### src/rtl/skt_search.sv
`timescale 1ns / 1ps
`default_nettype none

module skt_search #(
    parameter int DEPTH = 64,
    parameter int IW    = 6,
    parameter int CW    = 7
) (
    input  wire              aclk,
    input  wire              aresetn,
    input  wire              start,
    input  wire              ins_mode,
    input  wire  [CW-1:0]    count,
    input  wire  [DEPTH-1:0] lt_vec,
    input  wire  [DEPTH-1:0] le_vec,
    input  wire  [DEPTH-1:0] eq_vec,
    output logic             done,
    output logic             found,
    output logic [CW-1:0]    pos
);

    logic [CW-1:0] lo_reg;
    logic [CW-1:0] lo_next;
    logic [CW-1:0] up_reg;
    logic [CW-1:0] up_next;
    logic          busy_reg;
    logic          busy_next;
    logic          done_reg;
    logic          done_next;
    logic          found_reg;
    logic          found_next;
    logic [CW:0]   mid_sum;
    logic [CW-1:0] mid;
    logic [IW-1:0] mid_idx;
    logic          go_up;

    // Midpoint of [lo, up-1], rounding down
    assign mid_sum = {1'b0, lo_reg} + {1'b0, up_reg} - {{CW{1'b0}}, 1'b1};
    assign mid     = mid_sum[CW:1];
    assign mid_idx = mid[IW-1:0];
    assign go_up   = ins_mode ? le_vec[mid_idx] : lt_vec[mid_idx];

    // One halving step per cycle
    always_comb begin
        lo_next    = lo_reg;
        up_next    = up_reg;
        busy_next  = busy_reg;
        done_next  = 1'b0;
        found_next = found_reg;
        if (start) begin
            lo_next    = '0;
            up_next    = count;
            busy_next  = 1'b1;
            found_next = 1'b0;
        end else if (busy_reg) begin
            if (lo_reg >= up_reg) begin
                busy_next = 1'b0;
                done_next = 1'b1;
            end else if (!ins_mode && eq_vec[mid_idx]) begin
                lo_next    = mid;
                found_next = 1'b1;
                busy_next  = 1'b0;
                done_next  = 1'b1;
            end else if (go_up) begin
                lo_next = mid + {{(CW-1){1'b0}}, 1'b1};
            end else begin
                up_next = mid;
            end
        end
    end

    always_ff @(posedge aclk) begin
        if (!aresetn) begin
            busy_reg  <= 1'b0;
            done_reg  <= 1'b0;
            found_reg <= 1'b0;
        end else begin
            busy_reg  <= busy_next;
            done_reg  <= done_next;
            found_reg <= found_next;
        end
        lo_reg <= lo_next;
        up_reg <= up_next;
    end

    assign done  = done_reg;
    assign found = found_reg;
    assign pos   = lo_reg;

endmodule

`default_nettype wire

### config.mk
export PLATFORM = sky130hd
export DESIGN_NAME = skt_search
export DESIGN_NICKNAME = d
export VERILOG_FILES = /design/src/rtl/skt_search.sv
export SDC_FILE = /design/constraint.sdc
export NUM_CORES = 1
export LEC_CHECK = 0
export BUFFER_PORTS_ARGS = -buffer_cell sky130_fd_sc_hd__buf_4
export CAP_MARGIN = 20
export CELL_PAD_IN_SITES_DETAIL_PLACEMENT = 1
export CELL_PAD_IN_SITES_GLOBAL_PLACEMENT = 1
export CORE_ASPECT_RATIO = 1.25
export CORE_UTILIZATION = 30
export CTS_CLUSTER_SIZE = 30
export DETAILED_ROUTE_END_ITERATION = 12
export GPL_ROUTABILITY_DRIVEN = 1
export PLACE_DENSITY = 0.87
export SETUP_SLACK_MARGIN = 0.3
export SYNTH_ARGS = -nofsm -noshare
export SYNTH_HDL_FRONTEND = slang
export SYNTH_SLANG_ARGS = --single-unit
### constraint.sdc
create_clock -name aclk -period 4.79 [get_ports aclk]
set_input_delay 0.479 -clock aclk [delete_from_list [all_inputs] [get_ports aclk]]
set_output_delay 0.479 -clock aclk [all_outputs]
set_load 0.02 [all_outputs]
==> results of run 1 <==
## area by class of cell
class                   count  area [µm²]  share of cell area (%)
repair buffers            223        1690                    33.9
inverters                  34         129                    2.59
well taps                 129         161                    3.25
flip-flops and latches     17         410                    8.26
clock inverters             1        7.51                   0.151
clock buffers               3        75.1                    1.51
multi-input cells         223        2500                    50.3
## critical path: cells and delay by family (launching register included)
| kind | cells | cell delay, ps |
|---|---|---|
| flops | 1 | 390 |
| mux | 3 | 630 |
| xor+xnor | 1 | 140 |
| buf+inv | 4 | 580 |
| compound gates | 3 | 1040 |
| fa+ha+maj | 3 | 910 |
| simple gates | 2 | 410 |
## what timing repair did
| action | 4_1_cts | 5_1_grt |
|---|---|---|
| buffers inserted | 0 | 3 |
| gates resized for setup | 2 | 2 |
| gates cloned | 0 | 0 |
| pin swaps | 0 | 1 |
| hold buffers | 0 | 0 |
| endpoints found under the hold margin | 0 | 0 |
| setup endpoints to repair | 14 | 14 |
## worst paths after layout
| check | to | slack [ps] | depth (start not counted) |
|---|---|---|---|
| setup / recovery | pos[3] | 580 | 16 |
| hold / removal | done | 490 | 1 |
| setup reg to reg | pos[3] | 580 | 16 |
| hold reg to reg | done | 490 | 1 |
## cell families after synthesis
family / count (synthesis) / synth area share (%)
AND/OR/NAND/NOR: 64 / 11.0
adder cells (fa/ha/maj): 23 / 9.33
XOR/XNOR: 7 / 2.41
multiplexers: 72 / 41.0
AO/OA/AOI/OAI: 57 / 14.4
buffers and inverters: 56 / 8.98
flip-flops: 17 / 13.0
## layer usage
layer	global-route usage, %	wire length, µm	vias up
met3	2.84	636	12
met2	50.3	7580	128
met5	0	0	-
met4	4.31	113	0
met1	26.3	4890	1689
li1	-	-	1591
## metrics by stage
step	instance area (µm²)	utilization, %	hold slack, ps
2_1_floorplan	3160	-	450
5_1_grt	4970	48.9	505
4_1_cts	4940	48.7	487
3_3_place_gp	4860	47.8	471
6_report	4970	48.9	494
3_5_place_dp	4860	47.8	477
## Yosys cell counts (2+ instances only)
master     number  area, µm²
a2111oi_2       3       45.0
buf_4           4       30.0
nand2b_1        2       12.5
and3_1          3       18.8
mux2_2          3       33.8
a311oi_1        3       26.3
a2111oi_0       2       17.5
inv_1          32        120
xnor2_2         2       32.5
a31oi_1         4       25.0
xor2_1          4       35.0
nor3_1          8       40.0
a211oi_1        4       30.0
a22oi_1         3       22.5
o21a_1          2       15.0
clkbuf_1        6       22.5
nor3b_1         3       22.5
nor2_1          8       30.0
clkinv_1        2       7.51
a221oi_1        2       17.5
edfxtp_1        7        210
a21o_1          2       15.0
o311a_1         2       20.0
o211ai_1        6       45.0
o21ai_0         8       40.0
ha_1           22        275
mux2i_1        25        250
nand2_1        22       82.6
buf_2           5       25.0
nor4_1          5       31.3
mux4_2         38        856
a21oi_1         8       40.0
nor3_2          2       20.0
mux4_1          6        158
a31o_1          2       17.5
dfxtp_1        10        200
buf_6           7       78.8
==> impl_metrics.tcl, run 1 <==
set metrics [dict create \
    die-area_mm2 0.0110 \
    cts_htree_levels 1 \
    synth_nets 522 \
    syn_avg_cell_area_um2 10.7 \
    max_freq_mhz 237 \
    slew_viol_final 0 \
    synth-main-ff-cell "dfxtp_1" \
    dpl.cell_count 623 \
    grt-ovfl-total 0 \
    arrival_ps 4370 \
    clock_path_buffers 2 \
    io_buffers 211 \
    path_class "reg2reg" \
    drc_errors 0 \
    fp.coreArea_mm2 0.0102 \
    hp-start "busy_reg" \
    grt_use_total_pct 24.4 \
    syn_to_final_growth_pct 57.1 \
    grt_max_degree 36 \
    rows 41 \
    routed_wl_um 13200 \
    synth_cell_types 56 \
    netlist_area_mm2 0.00316 \
    worst_setup_path_end_kind "flop" \
    path_max_fanout 26 \
    setup_tns_ps 0 \
    final_common_cell "buf_4" \
    max_slew_margin_pct 46.7 \
    pre_cts_ws_ps 157 \
    tightest_slew_ps 787 \
    max-cap-violations 0 \
    grt_pass1_wl_um 20500 \
    postSynthCellCount 296 \
    worstReg2RegStart "pos[1]" \
    crit_chain "inv_1 > ha_1 > inv_1 > ha_1 > inv_1 > fa_2 > xnor2_4 > buf_4 > mux4_1 > mux2i_1 > mux2i_1 > a2111oi_0 > a311oi_2 > nand2_1 > and3b_1 > a2111oi_4" \
    worst_ep_required_time_ps 4940 \
    worstSkewPairLatency_ps 250 \
    worstSetupStartpoint "pos[1]" \
    hp-class "reg2reg" \
    root_buffer "clkbuf_16" \
    grt_pass1_vias 3918 \
    layoutNonFillerInstCount 630 \
    nets 728 \
    layout_common_cells "buf_4, mux4_2, inv_1" \
    path_clk_slew_ps 60 \
    viasPerCell 5.43 \
    path_common_cell "inv_1" \
    die_x_um 93.9 \
    insertedDiodeCount 0 \
    fin_skew_ps 7.75 \
    async_reset_ff_share_pct 0 \
    hold_viol_final 0 \
    synth-seq-area-share_pct 13.0 \
    synth_edf_count 7 \
    antenna_left 0 \
    n_fill_cell 1193 \
    cpPeakStageDelay_ps 550 \
    fin_crit_sh_pct 88.0 \
    antenna_found_initial 0 \
    cts_tree "built" \
    status "finished, final reports clean" \
    rsz0062_at_grt "false" \
    period_needed_ps 4210 \
    start_kind "flop" \
    fin_ws_ps 577 \
    first_iter_violations 92 \
    crit_path_top_delay_cell "a2111oi_0" \
    initial_core_util_pct 31.2 \
    wl_per_cell_um 21.0 \
    cts_buffers 3 \
    firstDrtPassIters 4 \
    die_height_um 117 \
    gp_congestion 0.909 \
    dpl.hpwl_um 11300 \
    clock_sinks 17 \
    io_pins 212 \
    num_vias 3420 \
    synth-seq-cells 17 \
    setup_viol 0 \
    yosysWarnings 0 \
    drive_gt1_share_pct 56.9 \
]
Power of run 1 is not shown: default switching activity piles up to over one toggle a cycle in this logic, so the estimate is an artifact.
==> run 2: changes to the inputs <==
--- a/config.mk
+++ b/config.mk
@@ -5,16 +5,17 @@
 export SDC_FILE = /design/constraint.sdc
 export NUM_CORES = 1
 export LEC_CHECK = 0
+export ABC_AREA = 1
 export BUFFER_PORTS_ARGS = -buffer_cell sky130_fd_sc_hd__buf_4
 export CAP_MARGIN = 20
 export CELL_PAD_IN_SITES_DETAIL_PLACEMENT = 1
 export CELL_PAD_IN_SITES_GLOBAL_PLACEMENT = 1
 export CORE_ASPECT_RATIO = 1.25
-export CORE_UTILIZATION = 30
+export CORE_UTILIZATION = 26
 export CTS_CLUSTER_SIZE = 30
 export DETAILED_ROUTE_END_ITERATION = 12
 export GPL_ROUTABILITY_DRIVEN = 1
-export PLACE_DENSITY = 0.87
+export PLACE_DENSITY = 0.86
 export SETUP_SLACK_MARGIN = 0.3
 export SYNTH_ARGS = -nofsm -noshare
 export SYNTH_HDL_FRONTEND = slang
==> constraint.sdc (replaced) <==
create_clock -name aclk -period 3.5 [get_ports aclk]
set_input_delay 0.35 -clock aclk [delete_from_list [all_inputs] [get_ports aclk]]
set_output_delay 0.35 -clock aclk [all_outputs]
set_load 0.02 [all_outputs]
==> run 2 against run 1 <==
Area after synthesis increased by 17%. Register-to-register slack worse by 390 ps. Via count increased by 53%. Utilization decreased by 5.8 points. Critical path depth is 5 higher. Die area is 35% higher. Final area up 20%. Maximum frequency grew 27%. Final cell count grew 71%.
==> impl_metrics.tcl, run 2 <==
set metrics [dict create \
    synth-main-ff-cell "dfxtp_1" \
    cts_buffers 3 \
    drive_gt1_share_pct 35.3 \
    multi_input_area_mm2 0.00298 \
    period_needed_ps 3320 \
    cp_top_family "simple AND/OR/NAND/NOR gates" \
    async_reset_ff_share_pct 0 \
    path_max_fanout 9 \
    antenna_found_initial 0 \
    final_common_cell "nand2_1" \
    crit_chain "inv_2 > ha_4 > inv_4 > ha_4 > inv_2 > fa_2 > buf_12 > buf_6 > buf_16 > nand3_1 > nand2_1 > nand2_1 > nand3_1 > nand3_1 > nand3_1 > nand3_2 > nand3_4 > nand2_2 > buf_4 > nor2_1 > nor2_2" \
    insertedDiodeCount 0 \
    fin_crit_sh_pct 94.8 \
    drc_errors 0 \
    synth_cell_types 38 \
    die_height_um 136 \
    setup_tns_ps 0 \
    num_vias 5247 \
    yosysWarnings 0 \
    setup_viol 0 \
    cts_tree "built" \
    fp.coreArea_mm2 0.0139 \
    worst_setup_path_end_kind "flop" \
    synth-seq-cells 17 \
    layout_common_cells "nand2_1, buf_4, nand3_1" \
    fin_skew_ps 5.48 \
    cts_htree_levels 1 \
    path_buf_inv 7 \
    tightest_slew_ps 445 \
    pre_cts_ws_ps 48.4 \
    clock_sinks 17 \
    path_common_cell "nand3_1" \
    netlist_top_cells_area "nand2_1, nand3_1, ha_1" \
    worst_ep_required_time_ps 3640 \
    worstSkewPairLatency_ps 250 \
    viasPerCell 4.88 \
    syn_avg_cell_area_um2 5.36 \
    seq_area_um2 413 \
    yosysMostFrequentCell "nand2_1" \
    synth-seq-area-share_pct 11.0 \
    postSynthCellCount 693 \
    slew_viol_final 0 \
    grt_use_total_pct 22.5 \
    antenna_left 0 \
    synth_xor_area_share_pct 1.41 \
    routed_wl_um 16800 \
    clock_path_buffers 2 \
    syn_to_final_growth_pct 60.9 \
    crit_path_top_delay_cell "fa_2" \
    die-area_mm2 0.0148 \
    dpl.hpwl_um 12400 \
    cpPeakStageDelay_ps 630 \
    path_clk_slew_ps 50 \
    synth_edf_count 7 \
    max_slew_margin_pct 70.4 \
    status "finished, final reports clean" \
    start_kind "flop" \
    synth_top_area_share_pct 32.6 \
    fin_hold_ws_ps 374 \
    max-cap-violations 0 \
    root_buffer "clkbuf_16" \
    netlist_area_mm2 0.00371 \
    grt-ovfl-total 0 \
    max_freq_mhz 302 \
    firstDrtPassIters 4 \
    path_class "reg2reg" \
    rows 48 \
    wl_per_cell_um 15.6 \
    n_fill_cell 1884 \
    yosysTopAreaCell "nand2_1" \
    synthSimpleGateAreaFrac_pct 62.3 \
    gp_congestion 0.780 \
    hold_viol_final 0 \
    initial_core_util_pct 26.8 \
    synth-compound-area-share_pct 3.67 \
    die_x_um 109 \
    hold_buffers 0 \
    synth_top_family_by_area "simple AND/OR/NAND/NOR gates" \
    synthTopCellsByCount "nand2_1, nand3_1, inv_1" \
    first_iter_violations 179 \
    muxShareOfSynthArea_pct 0 \
    arrival_ps 3460 \
    synth_nets 919 \
    grt_max_degree 100 \
    io_pins 212 \
    grt_pass1_wl_um 26400 \
    fin_ws_ps 184 \
    io_buffers 211 \
    synthAdderAreaFrac_pct 7.95 \
    hp-class "in2reg" \
    nets 1128 \
    rsz0062_at_grt "true" \
    grt_pass1_vias 5415 \
]
-- run 2: cell count changes after synthesis, moves of 6 or more --
| cell | previous run | this run |
|---|---|---|
| nor2_1 | 8 | 17 |
| nor3_1 | 8 | 1 |
| nand4_1 | 1 | 7 |
| mux4_1 | 6 | 0 |
| buf_4 | 4 | 13 |
| nand2_1 | 22 | 323 |
| nand3_1 | 1 | 143 |
| nand2_4 | 0 | 7 |
| buf_2 | 5 | 21 |
| inv_1 | 32 | 53 |
| mux4_2 | 38 | 0 |
| o211ai_1 | 6 | 0 |
| nand3_2 | 0 | 7 |
| mux2i_1 | 25 | 0 |
-- run 2: worst paths after layout --
path,from,depth (start not counted),to,slack (ps)
setup / recovery,up_reg[1],21,pos[3],180
hold / removal,aresetn,3,busy_reg,370
setup reg to reg,up_reg[1],21,pos[3],180
hold reg to reg,busy_reg,2,done,470
-- run 2: kinds of logic after synthesis --
family / after synthesis
AO/OA/AOI/OAI: 25
XOR/XNOR: 6
adder cells (fa/ha/maj): 23
buffers and inverters: 101
flip-flops: 17
AND/OR/NAND/NOR: 521
-- run 2: worst min-delay path, delay by kind of cell --
kind | cells | cell delay [ps]
buffers and inverters | 2 | 140
AOI/OAI and AO/OA | 1 | 100
-- run 2: metrics by stage --
stage                     instances  utilization [%]  area [µm²]
final                          1076             43.1        5980
after global routing           1076             43.1        5980
after CTS                      1071             41.8        5800
after detailed placement       1050             38.9        5400
after global placement         1050             38.9        5400
after floorplan                 693                -        3720
-- run 2: timing repair --
| item | in CTS | in global routing |
|---|---|---|
| setup buffers | 13 | 3 |
| resized for setup | 25 | 27 |
| endpoints found under the setup margin | 15 | 14 |
| gates cloned | 4 | 2 |
| endpoints found under the hold margin | 0 | 0 |
| pin swaps | 13 | 21 |
-- run 2: layout make-up --
class                      instances  area share (%)
multi-input combinational        576            49.9
timing repair buffer             242            34.0
sequential                        17            6.91
inverter                          62            4.19
tap                              175            3.66
clock buffer                       4            1.32
-- run 2: routing by layer --
layer / track usage, % / vias up / part of all wire (%)
met5: 0 / - / 0
met4: 5.18 / 0 / 2.4
met3: 2.69 / 30 / 4.7
met2: 44.2 / 154 / 55
met1: 24.9 / 2433 / 38
li1: - / 2630 / -
Power of run 2 is left out for the same reason.
