**src/rtl/skt_pkg.sv**
```systemverilog
`timescale 1ns / 1ps
`default_nettype none

package skt_pkg;

    localparam int KEY_W  = 31;
    localparam int QKEY_W = 32;
    localparam int PAY_W  = 32;

    // Operation codes carried in the low bits of the input word
    typedef enum logic [1:0] {
        OP_INSERT = 2'd0,
        OP_LOOKUP = 2'd1,
        OP_REMOVE = 2'd2,
        OP_CLEAR  = 2'd3
    } op_t;

    // Result status codes
    typedef enum logic [1:0] {
        ST_DONE      = 2'd0,
        ST_NOT_FOUND = 2'd1,
        ST_NEGATIVE  = 2'd2,
        ST_FULL      = 2'd3
    } status_t;

    // Shift command broadcast to every cell of the row
    typedef struct packed {
        logic ins;
        logic rem;
    } cell_cmd_t;

    // Per-cell comparison of the stored key against the query key
    typedef struct packed {
        logic lt;
        logic le;
        logic eq;
    } cell_flags_t;

endpackage

`default_nettype wire

```
**src/rtl/skt_cell.sv**
```systemverilog
`timescale 1ns / 1ps
`default_nettype none

module skt_cell #(
    parameter int IW  = 6,
    parameter int IDX = 0
) (
    input  wire                         aclk,
    input  skt_pkg::cell_cmd_t          cmd,
    input  wire  [IW-1:0]               pos,
    input  wire  [skt_pkg::QKEY_W-1:0]  query_key,
    input  wire  [skt_pkg::PAY_W-1:0]   new_pay,
    input  wire  [skt_pkg::KEY_W-1:0]   left_key,
    input  wire  [skt_pkg::PAY_W-1:0]   left_pay,
    input  wire  [skt_pkg::KEY_W-1:0]   right_key,
    input  wire  [skt_pkg::PAY_W-1:0]   right_pay,
    output logic [skt_pkg::KEY_W-1:0]   key_out,
    output logic [skt_pkg::PAY_W-1:0]   pay_out,
    output skt_pkg::cell_flags_t        flags,
    output logic [skt_pkg::PAY_W-1:0]   sel_pay
);
    import skt_pkg::*;

    localparam logic [IW-1:0] MY_IDX = IW'(IDX);

    logic [KEY_W-1:0] key_reg;
    logic [KEY_W-1:0] key_next;
    logic [PAY_W-1:0] pay_reg;
    logic [PAY_W-1:0] pay_next;
    logic             neg;

    // Pick the neighbor, the new entry or hold
    always_comb begin
        key_next = key_reg;
        pay_next = pay_reg;
        if (cmd.ins && (MY_IDX > pos)) begin
            key_next = left_key;
            pay_next = left_pay;
        end else if (cmd.ins && (MY_IDX == pos)) begin
            key_next = query_key[KEY_W-1:0];
            pay_next = new_pay;
        end else if (cmd.rem && (MY_IDX >= pos)) begin
            key_next = right_key;
            pay_next = right_pay;
        end
    end

    always_ff @(posedge aclk) begin
        key_reg <= key_next;
        pay_reg <= pay_next;
    end

    // Compare against the query; a negative query sits below every stored key
    assign neg      = query_key[QKEY_W-1];
    assign flags.lt = !neg && (key_reg <  query_key[KEY_W-1:0]);
    assign flags.le = !neg && (key_reg <= query_key[KEY_W-1:0]);
    assign flags.eq = !neg && (key_reg == query_key[KEY_W-1:0]);

    assign key_out = key_reg;
    assign pay_out = pay_reg;
    assign sel_pay = (MY_IDX == pos) ? pay_reg : '0;

endmodule

`default_nettype wire

```
**config.mk**
```make
export PLATFORM = sky130hd
export DESIGN_NAME = skt_cell
export DESIGN_NICKNAME = d
export VERILOG_FILES = /design/src/rtl/skt_pkg.sv /design/src/rtl/skt_cell.sv
export SDC_FILE = /design/constraint.sdc
export NUM_CORES = 1
export LEC_CHECK = 0
export BUFFER_PORTS_ARGS = -buffer_cell sky130_fd_sc_hd__buf_2
export CORE_ASPECT_RATIO = 0.75
export CORE_MARGIN = 3
export CORE_UTILIZATION = 30
export DETAILED_ROUTE_END_ITERATION = 8
export RECOVER_POWER = 50
export SETUP_SLACK_MARGIN = 0.3
export SYNTH_ARGS = -nofsm -noshare
export SYNTH_HDL_FRONTEND = slang
export SYNTH_SLANG_ARGS = --single-unit
```
**constraint.sdc**
```tcl
create_clock -name aclk -period 6.95 [get_ports aclk]
set_clock_uncertainty 0.15 [all_clocks]
set_input_delay 0 -clock aclk [delete_from_list [all_inputs] [get_ports aclk]]
set_output_delay 0 -clock aclk [all_outputs]
set_load 0.02 [all_outputs]
```
==> results of run 1 <==
-- power groups by stage --
stage / clock network [mW] / logic, mW / registers, mW
2_1_floorplan: 0 / 0.0441 / 0.436
3_3_place_gp: 0 / 0.0985 / 0.432
3_5_place_dp: 0 / 0.102 / 0.432
4_1_cts: 0.481 / 0.158 / 0.424
5_1_grt: 0.496 / 0.176 / 0.425
6_report: 0.467 / 0.158 / 0.425
-- path summary, 6_finish.rpt --
path  slack (ps)           to  depth (start not counted)
max         2750   pay_out[7]                          5
min          360  pay_out[21]                          3
-- routing by layer --
layer | track usage (%) | part of all wire, %
met1 | 19.6 | 41
met2 | 30.1 | 50
met3 | 4.92 | 6.4
met4 | 5.30 | 1.7
met5 | 0 | 0
-- layout by cell type (no fill, tap or decap), drive strengths merged --
cell / count
a2111oi: 1
a211oi: 1
a21o: 1
a21oi: 13
a41oi: 1
and2: 32
and4: 1
and4b: 1
and4bb: 1
buf: 149
bufinv: 2
clkbuf: 96
clkinv: 3
dlygate4sd3: 126
edfxtp: 63
ha: 31
inv: 33
mux2: 33
nand2: 37
nand2b: 1
nand3: 2
nand4: 6
nor2: 5
nor2b: 1
nor3: 2
o211ai: 2
o21a: 1
o21ai: 37
or4: 2
-- sequential cells by signal, summed over array words and instances, names as in the netlist --
name,flops
key_out,31
pay_out,32
-- through the flow --
| step | cell area, um^2 | utilization (%) |
|---|---|---|
| 2_1_floorplan | 3680 | - |
| 3_3_place_gp | 5000 | 42.4 |
| 3_5_place_dp | 5000 | 42.4 |
| 4_1_cts | 6570 | 55.7 |
| 5_1_grt | 6440 | 54.7 |
| 6_report | 6440 | 54.7 |
-- cell type report --
| type | count | area (um^2) |
|---|---|---|
| clock buffers | 11 | 233 |
| clock inverters | 5 | 72.6 |
| fillers | 1076 | 5340 |
| inverters | 33 | 124 |
| multi-input cells | 212 | 1600 |
| flip-flops and latches | 63 | 1890 |
| well taps | 162 | 203 |
| repair buffers | 360 | 2330 |
-- synthesized netlist by cell type, types with 2 or more instances --
| master | instances |
|---|---|
| nand2_1 | 36 |
| buf_2 | 2 |
| nor2_1 | 5 |
| o21ai_0 | 37 |
| o211ai_1 | 2 |
| edfxtp_1 | 63 |
| a21oi_1 | 13 |
| inv_1 | 33 |
| and2_1 | 32 |
| buf_6 | 2 |
| nand3_1 | 2 |
| nand4_1 | 6 |
| mux2_2 | 23 |
| mux2_4 | 10 |
| ha_1 | 31 |
| clkbuf_1 | 9 |
-- cell families (layout without fill, tap and decap cells) --
kind of cell	Yosys count	in the layout	share of synthesized area (%)
mux	33	33	11.1
compound gates	57	57	8.31
fa+ha+maj	31	31	10.6
buf+inv	46	409	5.17
simple gates	91	91	13.4
flops	63	63	51.5
==> metrics.txt, run 1 <==
status finished with violations; failing checks max-capacitance violations, max-slew violations; Worst EP arrival 3930 ps; Leak 2.91 nW; Routed Antenna Nets 0; CTS clock-pin slew for the worst setup and hold paths ~50 ps; total die area ~14000 um^2; GRT Total Usage around 17%; NetSw approximately 220 uW; Syn Nets 551; # rows 34; CP Max Fanout 63; RSZ-0062 raised after global routing false; Synth-to-Final Area Change 75.3%; Crit path required time about 6700 ps; Starting Density 31.2%; cell accounting for the most synthesized area edfxtp_1; Tcrit/Tclk final 60.5%; Peak VDD IR ~0.096 mV; total chip power approximately 1.1 mW; cts bufs inserted 9; Die H 102 um; async set-or-reset flop fraction in the synthesized netlist 0%; fin worst setup slack 2750 ps; max-cap viol count 1; core outline area approximately 12000 um^2; post-synthesis cell area between 3000 and 4000 um^2; Routed WL between 10000 and 15000 um; post-cts gate resize count 0; Post-synth EDFFs 63; postcts setup bufs 0; wire per inst about 14 um; drt drc 0; largest net degree at the start of global routing 94; Worst Path Buf+Inv 2; vias in the first global route 3898; final net count about 910; DPL Wire Length 7960 um; # setup viols final 0; Place WS ~4300 ps; DRT Pass-1 Iters 4; switch share approximately 21%; worst slew pin tran 2820 ps; Min-Delay Startpoint new_pay[21]; fin cells approximately 850; Post-synth top flop edfxtp_1; DRT iter0 DRCs between 100 and 150; hold_buf cts ~130; CTS Buffer Depth 2; via count about 3800; Synth cell types 31; CP cell instances buf_2 -> or4_1 -> nor3_4 -> clkbuf_1 -> o21a_1; Clk pwr share 44.5%; sequential share of the synthesized area about half; Flop pwr share 40.4%; CTS tree done; Synth top area share between 50% and 60%; Sink Count 63; Slowest cell on crit path o21a_1; Mapped Cells between 300 and 400; setup total negative slack 0 ps; worst hold margin between 300 and 400 ps; initial antenna violation count 0; first-pass GRT wire length around 18000 um; Setup crit start kind input pin; Final Max Slew Viols 64; vias per cell 4.44; Root Buffer clkbuf_16; share of cells above drive strength 1 28.8%; synthesis-stage register bit count between 60 and 70; Port Buffer Count 233; total grt overflow 0; Setup crit end kind register; slowest stage delay, CP ~2100 ps; Fin. Hold Viols 0; GPL Wtd Cong about 0.8; Crit path max-delay family compound AO/OA/AOI/OAI gates; crit path from pos[5]; top cells by area, synth edfxtp_1 51%, ha_1 11%, mux2_2 7.0%; hold crit path type input pin to register; dpl cells around 700; relative slew slack -87.8%; n_diodes 0; Pint 834 uW; Die W between 100 and 150 um; H-tree depth 3; Syn. warnings 0; WS Path Type input pin to register; Ports between 200 and 300; Min Clock Period, post-route 4200 ps; Power Density between 150 and 200 nW/um^2; Fmax achieved 0.238 GHz; Syn Area/Cell 11.5 um^2; combinational power share between 15 and 20%
(Power assumes the default switching activity.)
==> run 2, diff against run 1 <==
Clock period 6.95 ns to 4.3 ns, I/O delays scaled along.
==> run 2 against run 1 <==
The flow still finishes with violations (max-capacitance violations, max-slew violations). Die area did not move. Clock power up 49%. Count of clock-buffer cells in the layout unchanged. Power up 56%. Utilization shrank 0.24 points. Global-route usage up 0.34 points. Largest cell class unchanged. Largest power group unchanged. Highest routed layer unchanged.
==> metrics.txt, run 2 (synthesis results as in run 1) <==
Die H around 100 um; wire per inst around 14 um; RSZ-0062 raised after global routing false; total grt overflow 0; Setup crit end kind register; Die W about 130 um; Routed Antenna Nets 0; total die area about 14000 um^2; Place WS around 1000 ps; setup total negative slack 0 ps; Ports around 300; Largest register FFs 32; n_diodes 0; Clk pwr share 42.5%; # rows 34; DRT iter0 DRCs roughly 120; post-cts gate resize count 0; NetSw approximately 350 uW; Pint about 1.3 mW; CTS Buffer Depth 2; Power Density between 200 and 300 nW/um^2; initial antenna violation count 0; CTS tree done; Crit path required time roughly 4200 ps; # setup viols final 0; hold crit path type input pin to register; WS Path Type input pin to register; DPL Wire Length 7860 um; Final Max Slew Viols between 60 and 70; Setup crit start kind input pin; Synth-to-Final Area Change 74.5%; Routed WL around 12000 um; largest net degree at the start of global routing 94; CTS clock-pin slew for the worst setup and hold paths roughly 50 ps; final net count 908; vias per cell between 4 and 5; combinational power share between 10% and 20%; Tcrit/Tclk final about four fifths; cts bufs inserted 9; max-cap viol count 1; fin worst setup slack around 800 ps; Root Buffer clkbuf_16; Sink Count 63; commonest non-fill, non-tap cell in the layout buf_2; share of cells above drive strength 1 28.8%; DRT Pass-1 Iters 4; Min Clock Period, post-route approximately 3500 ps; GPL Wtd Cong roughly 0.78; hold_buf cts approximately 130; via count around 3800; Fmax achieved ~0.29 GHz; CP Max Fanout 93; Worst EP arrival roughly 3400 ps; H-tree depth 3; core outline area 11800 um^2; drt drc 0; switch share a little over a fifth; status finished with violations; Leak between 2 and 3 nW; Design Area, Final roughly 6400 um^2; first-pass GRT wire length between 15000 and 20000 um; leading cell types in the layout, fill and taps excluded 147 x buf_2, 126 x dlygate4sd3_1, 88 x clkbuf_1; worst slew pin tran about 1600 ps; Starting Density a little under a third; failing checks max-capacitance violations, max-slew violations; vias in the first global route between 3000 and 4000; relative slew slack -3.49%; total chip power 1.64 mW; placed cell areas ~5000 um^2; GRT Total Usage between 15 and 20%; Fin. Hold Viols 0; Port Buffer Count ~230; Flop pwr share 41.8%; postcts setup bufs 0; Peak VDD IR 0.151 mV
run 2: final timing paths:
check                 cells after the start           to  slack [ps]          start
worst max-delay path                      6  pay_out[23]         800         pos[5]
worst min-delay path                      3  pay_out[19]         370  right_pay[19]
run 2: final cells by class:
| type | count | area (um^2) |
|---|---|---|
| clock buffer | 11 | 233 |
| clock inverter | 5 | 48.8 |
| fill | 1085 | 5370 |
| inverter | 33 | 124 |
| multi-input combinational | 212 | 1600 |
| sequential | 63 | 1890 |
| tap | 162 | 203 |
| timing repair buffer | 359 | 2320 |
run 2: routing by layer:
layer,part of all wire (%),wire (um),global-route usage [%],up-vias
li1,-,-,-,1863
met1,40,4800,18.9,1738
met2,51,6120,31.6,144
met3,6.9,828,5.46,22
met4,2.0,237,5.61,0
met5,0,0,0,-
run 2: power groups by stage:
stage	sequential, mW	clock (mW)	combinational, mW
5_1_grt	0.686	0.741	0.284
3_3_place_gp	0.698	0	0.159
4_1_cts	0.686	0.719	0.254
2_1_floorplan	0.705	0	0.0713
3_5_place_dp	0.698	0	0.164
6_report	0.686	0.697	0.256
run 2: per-stage QoR:
step	util, %	std cells	hold slack [ps]
finish	54.4	845	368
global route	54.4	845	367
CTS	55.4	845	344
detailed placement	42.4	703	129
global placement	42.4	703	124
floorplan	-	321	37.1
run 2: critical path: stages:
cell           delay, ps
buf_2                 90
or4_1                580
nor3_4               790
nand2_4              770
mux2_4               530
dlygate4sd3_1        600
==> run 3, diff against run 2 <==
Clock period 4.3 ns to 3.6 ns, I/O delays scaled along.
==> run 3 against run 2 <==
The run still ends with max-capacitance violations, max-slew violations left. Sequential power increased by 20%. Largest cell class unchanged. Cell area shrank 0.14%. Hold slack lost 1.4 ps.
==> metrics.txt, run 3 (synthesis results as in run 1) <==
status finished with violations; failing checks max-capacitance violations, max-slew violations; CP Max Fanout between 90 and 100; Die W between 100 and 150 um; Setup crit end kind register; CP cell instances buf_2 -> or4_1 -> nor3_4 -> nand2_8 -> mux2_4 -> dlygate4sd3_1; final net count 909; worst slew pin tran approximately 1600 ps; Synth-to-Final Area Change 74.3%; Ports just under 300; Worst Path Buf+Inv 2; fin cells 845; share of cells above drive strength 1 between 20 and 30%; Crit path required time about 3500 ps; Setup crit start kind input pin; wire per inst ~14 um; total chip power 1.88 mW; Multi-input gate area 1610 um^2; H-tree depth 3; vias per cell 4.48; Fin. Hold Viols 0; Fmax achieved around 0.35 GHz; register area roughly 1900 um^2; relative slew slack -3.63%; CTS clock-pin slew for the worst setup and hold paths 50 ps; Min Clock Period, post-route ~2900 ps; Slowest cell on crit path or4_1; RSZ-0062 raised after global routing false; via count approximately 3800; fill cell count 1123; DRT Pass-1 Iters 4; Final Max Slew Viols 64; largest net degree at the start of global routing 94; GRT Total Usage 16.7%; DRT iter0 DRCs between 100 and 150; # setup viols final 0; max-cap viol count 1; total die area between 10000 and 15000 um^2; Tcrit/Tclk final 80.4%; setup total negative slack 0 ps; vias in the first global route about 3900; leading cell types in the layout, fill and taps excluded 151 x buf_2, 126 x dlygate4sd3_1, 84 x clkbuf_1; n_diodes 0; GPL Wtd Cong 0.749; Sink Count between 60 and 70; initial antenna violation count 0; cts bufs inserted 9; # rows 34; Die H between 100 and 150 um; Worst EP arrival about 2800 ps; Leak roughly 2.9 nW; Power Density approximately 290 nW/um^2; hold crit path type input pin to register; core outline area ~12000 um^2; CTS Buffer Depth 2; slowest stage delay, CP 580 ps; drt drc 0; Routed WL between 10000 and 15000 um; first-pass GRT wire length 18300 um; Starting Density a little under a third; Root Buffer clkbuf_16; Largest register FFs 32; total grt overflow 0; Routed Antenna Nets 0; Crit path max-delay family simple AND/OR/NAND/NOR gates; Port Buffer Count roughly 230; dpl cells a little over 700; WS Path Type input pin to register; CTS tree done; Peak VDD IR roughly 0.21 mV; DPL Wire Length approximately 8000 um; commonest non-fill, non-tap cell in the layout buf_2
run 3: cell count changes in the layout (fill, tap and decap cells not counted), moves of 2 or more:
cell      before  now
buf_2        147  151
clkbuf_1      88   84
and2_0         9   11
and2_1        23   21
run 3: final timing paths:
path,start,to,slack [ps],depth (start not counted)
max,pos[5],pay_out[23],700,6
min,new_pay[15],pay_out[15],370,3
run 3: worst min-delay path: stages:
cell and delay (ps):
buf_2 70, mux2_2 120, dlygate4sd3_1 530
run 3: report_power, final:
group | internal, mW | switching, mW
sequential | 0.816 | 0.00362
combinational | 0.195 | 0.111
clock | 0.455 | 0.297
run 3: routing by layer:
metal	track usage [%]	routed length [um]	up-vias
li1	-	-	1860
met2	31.1	6190	139
met4	4.51	159	0
met5	0	0	-
met3	4.63	706	17
met1	19.2	4900	1773
run 3: final cells by class:
type	count	share of cell area, %
clock inverters	5	0.410
clock buffers	10	3.57
inverters	33	1.93
well taps	162	3.16
repair buffers	360	36.3
multi-input cells	212	25.1
flip-flops and latches	63	29.5
run 3: through the flow:
stage	instance area [um^2]	hold WS [ps]	setup WS, ps	util [%]
after global routing	6410	367	518	54.4
final	6410	366	705	54.4
after detailed placement	5000	132	735	42.4
after global placement	5000	122	790	42.4
after CTS	6520	350	505	55.3
after floorplan	3680	37.1	560	-
run 3: what timing repair did:
action	CTS	global route
buffers inserted	0	0
gates resized for setup	0	1
endpoints found under the hold margin	63	0
endpoints found under the setup margin	0	1
hold buffers	126	0
